[src/design/pnc_pkg.sv]
// Package for the nearest palette color block: widths, codes, FSM state type
// and the structs passed between the sequencer and the distance unit.
// No dependencies.
package pnc_pkg;

  localparam int IDX_W   = 8;
  localparam int DIST_W  = 18;
  localparam int COLOR_W = 24;
  localparam int CHAN_W  = 8;
  localparam int SQ_W    = 2 * CHAN_W;

  localparam logic [DIST_W-1:0] NO_MATCH_DIST = 18'h30000;

  localparam logic MODE_WRITE  = 1'b0;
  localparam logic MODE_SEARCH = 1'b1;

  typedef enum logic [3:0] {
    ST_IDLE   = 4'b0001,
    ST_SCAN   = 4'b0010,
    ST_DRAIN  = 4'b0100,
    ST_FINISH = 4'b1000
  } pnc_state_t;

  typedef struct packed {
    logic             valid;
    logic [IDX_W-1:0] index;
  } pnc_tag_t;

  typedef struct packed {
    logic [IDX_W-1:0]  index;
    logic [DIST_W-1:0] distance;
  } pnc_best_t;

endpackage

[src/design/pnc_dist_unit.sv]
// Shared distance unit: absolute channel differences, squares, then sum and
// running minimum, one palette entry per cycle. Depends on pnc_pkg.
module pnc_dist_unit
  import pnc_pkg::*;
(
  input  logic               clk,
  input  logic               rst_n,
  input  logic               clear,
  input  logic [COLOR_W-1:0] ref_color,
  input  logic [COLOR_W-1:0] entry_color,
  input  pnc_tag_t           tag_in,
  output logic               busy,
  output pnc_best_t          best
);

  logic [CHAN_W-1:0] diff_nxt [3];
  logic [CHAN_W-1:0] diff_r   [3];
  logic [SQ_W-1:0]   sq_r     [3];
  pnc_tag_t          s1_tag_r;
  pnc_tag_t          s2_tag_r;
  pnc_best_t         best_r;
  logic [DIST_W-1:0] sum;

  always_comb begin
    for (int c = 0; c < 3; c++) begin
      logic [CHAN_W-1:0] a;
      logic [CHAN_W-1:0] b;
      a = ref_color[c*CHAN_W +: CHAN_W];
      b = entry_color[c*CHAN_W +: CHAN_W];
      diff_nxt[c] = (a > b) ? (a - b) : (b - a);
    end
  end

  always_ff @(posedge clk) begin
    for (int c = 0; c < 3; c++) begin
      diff_r[c] <= diff_nxt[c];
      sq_r[c]   <= SQ_W'(diff_r[c]) * SQ_W'(diff_r[c]);
    end
    s1_tag_r.index <= tag_in.index;
    s2_tag_r.index <= s1_tag_r.index;
    if (!rst_n) begin
      s1_tag_r.valid <= 1'b0;
      s2_tag_r.valid <= 1'b0;
    end else begin
      s1_tag_r.valid <= tag_in.valid;
      s2_tag_r.valid <= s1_tag_r.valid;
    end
  end

  assign sum = DIST_W'(sq_r[0]) + DIST_W'(sq_r[1]) + DIST_W'(sq_r[2]);

  // Strict compare keeps the lowest index on ties since entries arrive in order.
  always_ff @(posedge clk) begin
    if (clear) begin
      best_r.index    <= '0;
      best_r.distance <= NO_MATCH_DIST;
    end else if (s2_tag_r.valid && (sum < best_r.distance)) begin
      best_r.index    <= s2_tag_r.index;
      best_r.distance <= sum;
    end
  end

  assign busy = s1_tag_r.valid || s2_tag_r.valid;
  assign best = best_r;

endmodule

[config.mk]
export PLATFORM = sky130hd
export DESIGN_NAME = pnc_dist_unit
export DESIGN_NICKNAME = d
export VERILOG_FILES = /design/src/design/pnc_pkg.sv /design/src/design/pnc_dist_unit.sv
export SDC_FILE = /design/constraint.sdc
export NUM_CORES = 1
export LEC_CHECK = 0
export BUFFER_PORTS_ARGS = -buffer_cell sky130_fd_sc_hd__buf_2
export CAP_MARGIN = 20
export CORE_MARGIN = 3
export CORE_UTILIZATION = 50
export CTS_CLUSTER_SIZE = 40
export DETAILED_ROUTE_END_ITERATION = 6
export GPL_ROUTABILITY_DRIVEN = 0
export PLACE_DENSITY_LB_ADDON = 0.12
export SETUP_SLACK_MARGIN = 0.2
export SYNTH_ARGS = -nofsm -noshare
export SYNTH_HDL_FRONTEND = slang
export SYNTH_SLANG_ARGS = --single-unit
[constraint.sdc]
create_clock -name clk -period 5.34 [get_ports clk]
set_input_delay 0.534 -clock clk [delete_from_list [all_inputs] [get_ports clk]]
set_output_delay 0.534 -clock clk [all_outputs]
set_load 0.01 [all_outputs]
* Word-level counts from Yosys, hierarchy flattened
Memories as Yosys holds them, arrays and structs flattened.
Index checks and enable logic that the tools add are counted.
** Operators by class
- Add/sub/neg operators :: 8
- Multiply operators :: 3
- Order comparisons :: 4
- Muxes and demuxes :: 3
- Reduce and logical (&&, ||, !) cells :: 2
** Operators by type and width (count)
- multiplier 8 x 8 -> 16 bit :: 3
- subtractor 8 bit :: 6
- > comparator 8 bit :: 3
- 2-to-1 mux 8 bit :: 3
- adder 17 x 16 -> 18 bit :: 1
- less-than comparator 18 bit :: 1
- adder 16 x 16 -> 17 bit :: 1
- logical AND 1 bit :: 1
- logical OR 1 bit :: 1
** Word-level totals
- Bits in registers :: 44
- Memory bits (writable) :: 72
- Bits of input ports :: 60
- Memories :: 2
** Memory list
- sq_r :: words 3, width 16, read ports 3, clocked after Yosys merged registers in 0, wr ports 3, RTL line pnc_dist_unit.sv:18 : logic [SQ_W-1:0] sq_r [3];
- diff_r :: words 3, width 8, read ports 3, clocked after Yosys merged registers in 0, wr ports 3, RTL line pnc_dist_unit.sv:17 : logic [CHAN_W-1:0] diff_r [3];

* Longest topological paths before layout
Gate-level depths: netlist of the first run.
- Depth in word-level cells :: 4
- Mapped depth :: 19
- Mapped depth without buffers :: 18

* Worst setup path before layout of the first run
Ideal clock, no wire load.
- Path kind :: reg2reg
- Start :: mem diff_r[2][5] (netlist: diff_r[0][21])
- End :: mem sq_r[0][47] (netlist bit)
- Arrival :: 4.080 ns
- Required time :: 5.220 ns
- Slack :: 1.140 ns
- Stages on the path, launching flop included :: 17
- Path buffers :: 1
- Clock period less this slack :: 4.200 ns
- Cell sequence :: dfxtp_1 clkbuf_1 and2_1 fa_1 fa_1 inv_1 fa_1 fa_1 inv_1 ha_1 nor3_1 nor2_1 o41a_1 a211o_1 nor3_1 a21oi_1 xnor2_1
** RTL lines (RTL line)
- from (decl) :: pnc_dist_unit.sv:17
- to (decl) :: pnc_dist_unit.sv:18

==> impl_metrics.ini, run 1 <==
[worst_setup_path]
critPathRequiredTime_ns = 5.67
cp_common_cell = fa_1
critPathLaunchType = flop
crit_arrival_ns = 4.75
max_stage_delay_ns = 0.55
criticalPathCategory = flop to flop
end_kind = flop
rrSetupSlack_ns = 0.92
cp_cell_sequence = and2_1 -> fa_1 -> fa_1 -> inv_1 -> fa_1 -> fa_1 -> inv_1 -> ha_1 -> nor3_1 -> nor2_1 -> o41a_1 -> a211o_1 -> nor3_1 -> a21oi_1 -> xnor2_1
worst_path_max_delay_cell = fa_1
path_max_fanout = 10

[clock_tree]
clk_pin_slew_ns = 0.06
numCtsBuffers = 17
htree_levels = 4
clockBufferDepth = 2
insertion_delay_ns = 0.42
post_cts_resized = 0
cts.root.buffer_cell = clkbuf_16
clock-sinks = 113
cts_hold_buffers = 0
postCtsSetupRepairBufs = 0
cts_tree = done

[sta]
rsz0062_at_grt = no
timing.slew.headroom_pct = 40.6
hold_ws_ns = 0.213
worst_slew_pin_slew_ns = 0.890
finalHoldViolCount = 0
setup_violations = 0
max_freq_ghz = 0.226
fin_skew_ns = 0.0113
slew_viol_final = 0
tns_ns = 0
fin_crit_sh_pct = 82.7
finalCriticalPeriod_ns = 4.42

[yosys]
syn_area_um2 = 10700
ys_seq_area_share_pct = 21.1
synth-edff-count = 0
async_flop_share_pct = 0
yosys.cell_types.count = 59
netlist_instances = 1176
synth_ff_type = dfxtp_1
syn_area_per_cell_um2 = 9.14
synth_seq_cells = 113
yosysWarningCount = 0

[floorplan]
core_area_um2 = 20700
fp.dieW_um = 153
start_util_pct = 51.9
ios = 87
rows = 52
die_area_um2 = 23300
dieHeight_um = 153

[placement]
dp.final_hpwl_um = 16400
port_buffers = 86
placed_cells = 1514

[layout]
mostFrequentLayoutCell = inv_1
stdcell_count = 1546
mostFrequentLayoutCells = inv_1 (224), ha_1 (159), dfxtp_1 (113), fa_1 (98), buf_2 (86)
n_antenna_cell = 0
nets = 1580
drive_above_1_share_pct = 10.6
area_growth_pct = 11.8

[detailed_routing]
wl_per_cell_um = 12.7
finalWirelength_um = 19700
antenna_left = 0
drc = 0
drt_iter0_drc = 260
vias = 7640
first_pass_iters = 5
viasPerCell = 4.94

[global_routing]
grt_max_degree = 27
grt_pass1_wl_um = 34900
gr-usage-all-layers_pct = 17.6
overflow = 0
grt_pass1_vias = 7720
antenna_found_initial = 1

[status]
status = completed

[run]
maxCapViolations = 0

[min_path]
min-delay-path-class = primary input to flop
## worst max-delay path: cells and delay by family (launching register included)
family | cells | cell delay, ns
adders and majority gates | 5 | 2.39
and+or+nand+nor | 4 | 0.66
DFF | 1 | 0.53
AOI/OAI and AO/OA | 3 | 0.50
xor gates and xnor gates | 1 | 0.17
buffers and inverters | 2 | 0.10
## through the flow
stage / utilization [%] / worst slack [ns] / area [um2]
2_1_floorplan: - / 1.14 / 10800
3_3_place_gp: 55.2 / 0.993 / 11400
3_5_place_dp: 55.2 / 0.905 / 11400
4_1_cts: 58.1 / 0.890 / 12000
5_1_grt: 58.1 / 0.507 / 12000
6_report: 58.1 / 0.922 / 12000
## cell usage after synthesis (4+ instances only)
cell type	number	area, um2
nand4_1	9	56.3
and3_1	7	43.8
inv_1	224	841
nor2_1	55	206
a211oi_1	13	97.6
clkbuf_1	14	52.6
ha_1	159	1990
mux2i_1	36	360
fa_1	98	1960
a21oi_1	62	310
nor2b_1	24	150
a21o_1	13	97.6
or3_1	4	25.0
nand2b_1	14	87.6
xor2_1	17	149
o21a_1	16	120
xnor2_1	56	490
nand3_1	7	35.0
and2_1	62	388
nand2_1	62	233
o21ai_0	35	175
nor3_1	17	85.1
dfxtp_1	113	2260
## path summary, 6_finish.rpt
| path | start | end | cells after the start |
|---|---|---|---|
| max | diff_r[0][21]$_DFF_P_ | sq_r[0][47]$_DFF_P_ | 15 |
| min | tag_in[2] | s1_tag_r[2]$_DFF_P_ | 1 |
| max reg2reg | diff_r[0][21]$_DFF_P_ | sq_r[0][47]$_DFF_P_ | 15 |
| min reg2reg | s1_tag_r[6]$_DFF_P_ | s2_tag_r[6]$_DFF_P_ | 0 |
## per-layer routing
metal | vias to the layer above | global-route usage (%) | wire, um
li1 | 3976 | - | -
met1 | 3538 | 23.9 | 9690
met2 | 105 | 29.4 | 9130
met3 | 19 | 3.21 | 619
met4 | 2 | 4.24 | 212
met5 | - | 0 | 10
## flip-flops by register name (all words and copies together), names as in the netlist
signal	flops
best	26
diff_r	24
s1_tag_r	9
s2_tag_r	9
sq_r	45
## cell families (layout without fill, tap and decap cells)
family,Yosys count,in the layout,synth area share [%]
simple gates,267,267,12.5
flops,113,113,21.1
xor+xnor,73,73,5.95
mux,39,39,3.67
buf+inv,245,343,8.85
other cells,1,3,0.0349
fa+ha+maj,257,257,36.8
compound gates,181,181,11.1
## final cells by class
type                            instances  area [um2]
Timing Repair Buffer                   87         438
Multi-Input combinational cell        820        7550
Tap cell                              270         338
Inverter                              224         841
Clock buffer                           17         425
Clock inverter                         15         161
Fill cell                            1894        8680
Sequential cell                       113        2260
Power of run 1 is left out: the tool's default activity adds up to more than one toggle a clock period on the data nets, which glitch-free logic cannot reach.
==> run 2, diff against run 1 <==
Clock period 5.34 ns to 3.9 ns, I/O delays scaled along.
==> run 2 against run 1 <==
  * The flow now finishes with violations (setup timing)
  * Critical path depth stayed put
  * Global-route usage rose by 1.3 points
  * First-iteration DRC count grew 12%
  * Setup slack lost 1.1 ns
  * Core utilization rose by 11 points
  * Sequential cell count unchanged
  * Via count is 8.8% higher
  * Register-to-register slack lost 1.1 ns
  * Final area is 19% higher
  * Non-clock buffer count grew 140
  * Clock skew rose by 0.00052 ns
  * Final cell count is 9.1% higher
  * Critical endpoint unchanged
==> impl_metrics.ini, run 2 (synthesized netlist as in run 1, its figures left out) <==
[status]
status = finished, violations left
violations = setup timing

[sta]
timing.slew.headroom_pct = 64.0
slew_viol_final = 0
worst_slack_ns = -0.135
max_freq_ghz = 0.248
fin_crit_sh_pct = 103
setup_violations = 4
fin_skew_ns = 0.0118
worst_slew_pin_slew_ns = 0.540
finalCriticalPeriod_ns = 4.03
finalHoldViolCount = 0
rsz0062_at_grt = yes

[worst_setup_path]
cp_common_cell = fa_1
reg2reg_to = sq_r[0][47]$_DFF_P_
critPathRequiredTime_ns = 4.20
criticalPathCategory = flop to flop
crit_arrival_ns = 4.34
cp_cell_sequence = and2_4 -> fa_1 -> inv_2 -> fa_1 -> inv_2 -> fa_1 -> inv_1 -> fa_1 -> inv_2 -> ha_4 -> o41a_1 -> a211o_1 -> nor3_2 -> a21oi_2 -> xnor2_1
worst_path_max_delay_cell = fa_1
end_kind = flop
critPathLaunchType = flop
path_max_fanout = 3
rrSetupSlack_ns = -0.13
crit_path_end = sq_r[0][47]$_DFF_P_
rr_startpoint = diff_r[0][18]$_DFF_P_
r2r_cells = 15
critPathBufInv = 4
path_depth = 15
max_stage_delay_ns = 0.55
startpoint = diff_r[0][18]$_DFF_P_
crit_family = adder cells

[floorplan]
fp.dieW_um = 153
dieHeight_um = 153
die_area_um2 = 23300
start_util_pct = 51.9
core_area_um2 = 20700
ios = 87
rows = 52

[clock_tree]
numCtsBuffers = 17
cts_tree = done
clk_pin_slew_ns = 0.06
clockBufferDepth = 2
insertion_delay_ns = 0.42
htree_levels = 4
cts.root.buffer_cell = clkbuf_16
clock-sinks = 113
cts_hold_buffers = 0

[min_path]
min-delay-path-class = primary input to flop

[layout]
nets = 1720
top_register = sq_r
seqCellArea_um2 = 2340
multiInputGateArea_um2 = 8480
drive_above_1_share_pct = 32.4
nFillCells = 1582
mostFrequentLayoutCell = inv_1
largest_reg_flops = 45
n_antenna_cell = 0
area_growth_pct = 32.6
mostFrequentLayoutCells = inv_1 (202), ha_1 (132), buf_4 (117), fa_1 (93), dfxtp_1 (87)

[detailed_routing]
viasPerCell = 4.93
vias = 8314
wl_per_cell_um = 13.3
antenna_left = 0
drc = 0
drt_iter0_drc = 291
finalWirelength_um = 22400
first_pass_iters = 5

[placement]
dp.final_hpwl_um = 16800
port_buffers = 86
dpl_worst_slack_ns = -0.257

[global_routing]
gr-usage-all-layers_pct = 18.9
antenna_found_initial = 0
grt_pass1_vias = 8479
grt_max_degree = 27
grt_pass1_wl_um = 37500
overflow = 0

[run]
maxCapViolations = 0
-- run 2: how the worst min path moves through the flow --
stage | start | to | slack (ns) | cells after the start
3_3_place_gp | s1_tag_r[0]$_DFF_P_ | s2_tag_r[0]$_DFF_P_ | 0.31 | 0
6_report | tag_in[2] | s1_tag_r[2]$_DFF_P_ | 0.07 | 1
2_1_floorplan | s1_tag_r[0]$_DFF_P_ | s2_tag_r[0]$_DFF_P_ | 0.31 | 0
5_1_grt | tag_in[4] | s1_tag_r[4]$_DFF_P_ | 0.05 | 1
4_1_cts | tag_in[2] | s1_tag_r[2]$_DFF_P_ | 0.05 | 1
3_5_place_dp | s1_tag_r[1]$_DFF_P_ | s2_tag_r[1]$_DFF_P_ | 0.31 | 0
-- run 2: what timing repair did --
action                     4_1_cts  5_1_grt
resized for setup              110       96
setup buffers                   35       14
setup endpoints to repair       45       47
gates cloned                     3        0
pin swaps                       60       83
-- run 2: cell type report --
cell class | count | area share (%)
inverter | 224 | 5.94
clock inverter | 15 | 1.11
tap | 270 | 2.37
multi-input combinational | 820 | 59.5
timing repair buffer | 227 | 11.7
sequential | 113 | 16.5
clock buffer | 17 | 2.99
-- run 2: stage by stage --
step	instance area [um2]	setup TNS (ns)	hold WS (ns)	utilization (%)	std cells
5_1_grt	14200	-4.25	0.0502	68.9	1686
3_5_place_dp	12300	-1.78	0.312	59.6	1602
4_1_cts	13700	-0.289	0.0499	66.2	1672
6_report	14200	-0.348	0.0665	68.9	1686
2_1_floorplan	11000	-0.118	0.310	-	1178
3_3_place_gp	12300	-0.483	0.312	59.6	1602
-- run 2: metal layers --
metal / track usage (%) / wire, um
met1: 25.4 / 10600
met2: 32.3 / 10900
met3: 2.90 / 604
met4: 4.41 / 238
met5: 0 / 0
Power of run 2 is left out for the same reason.
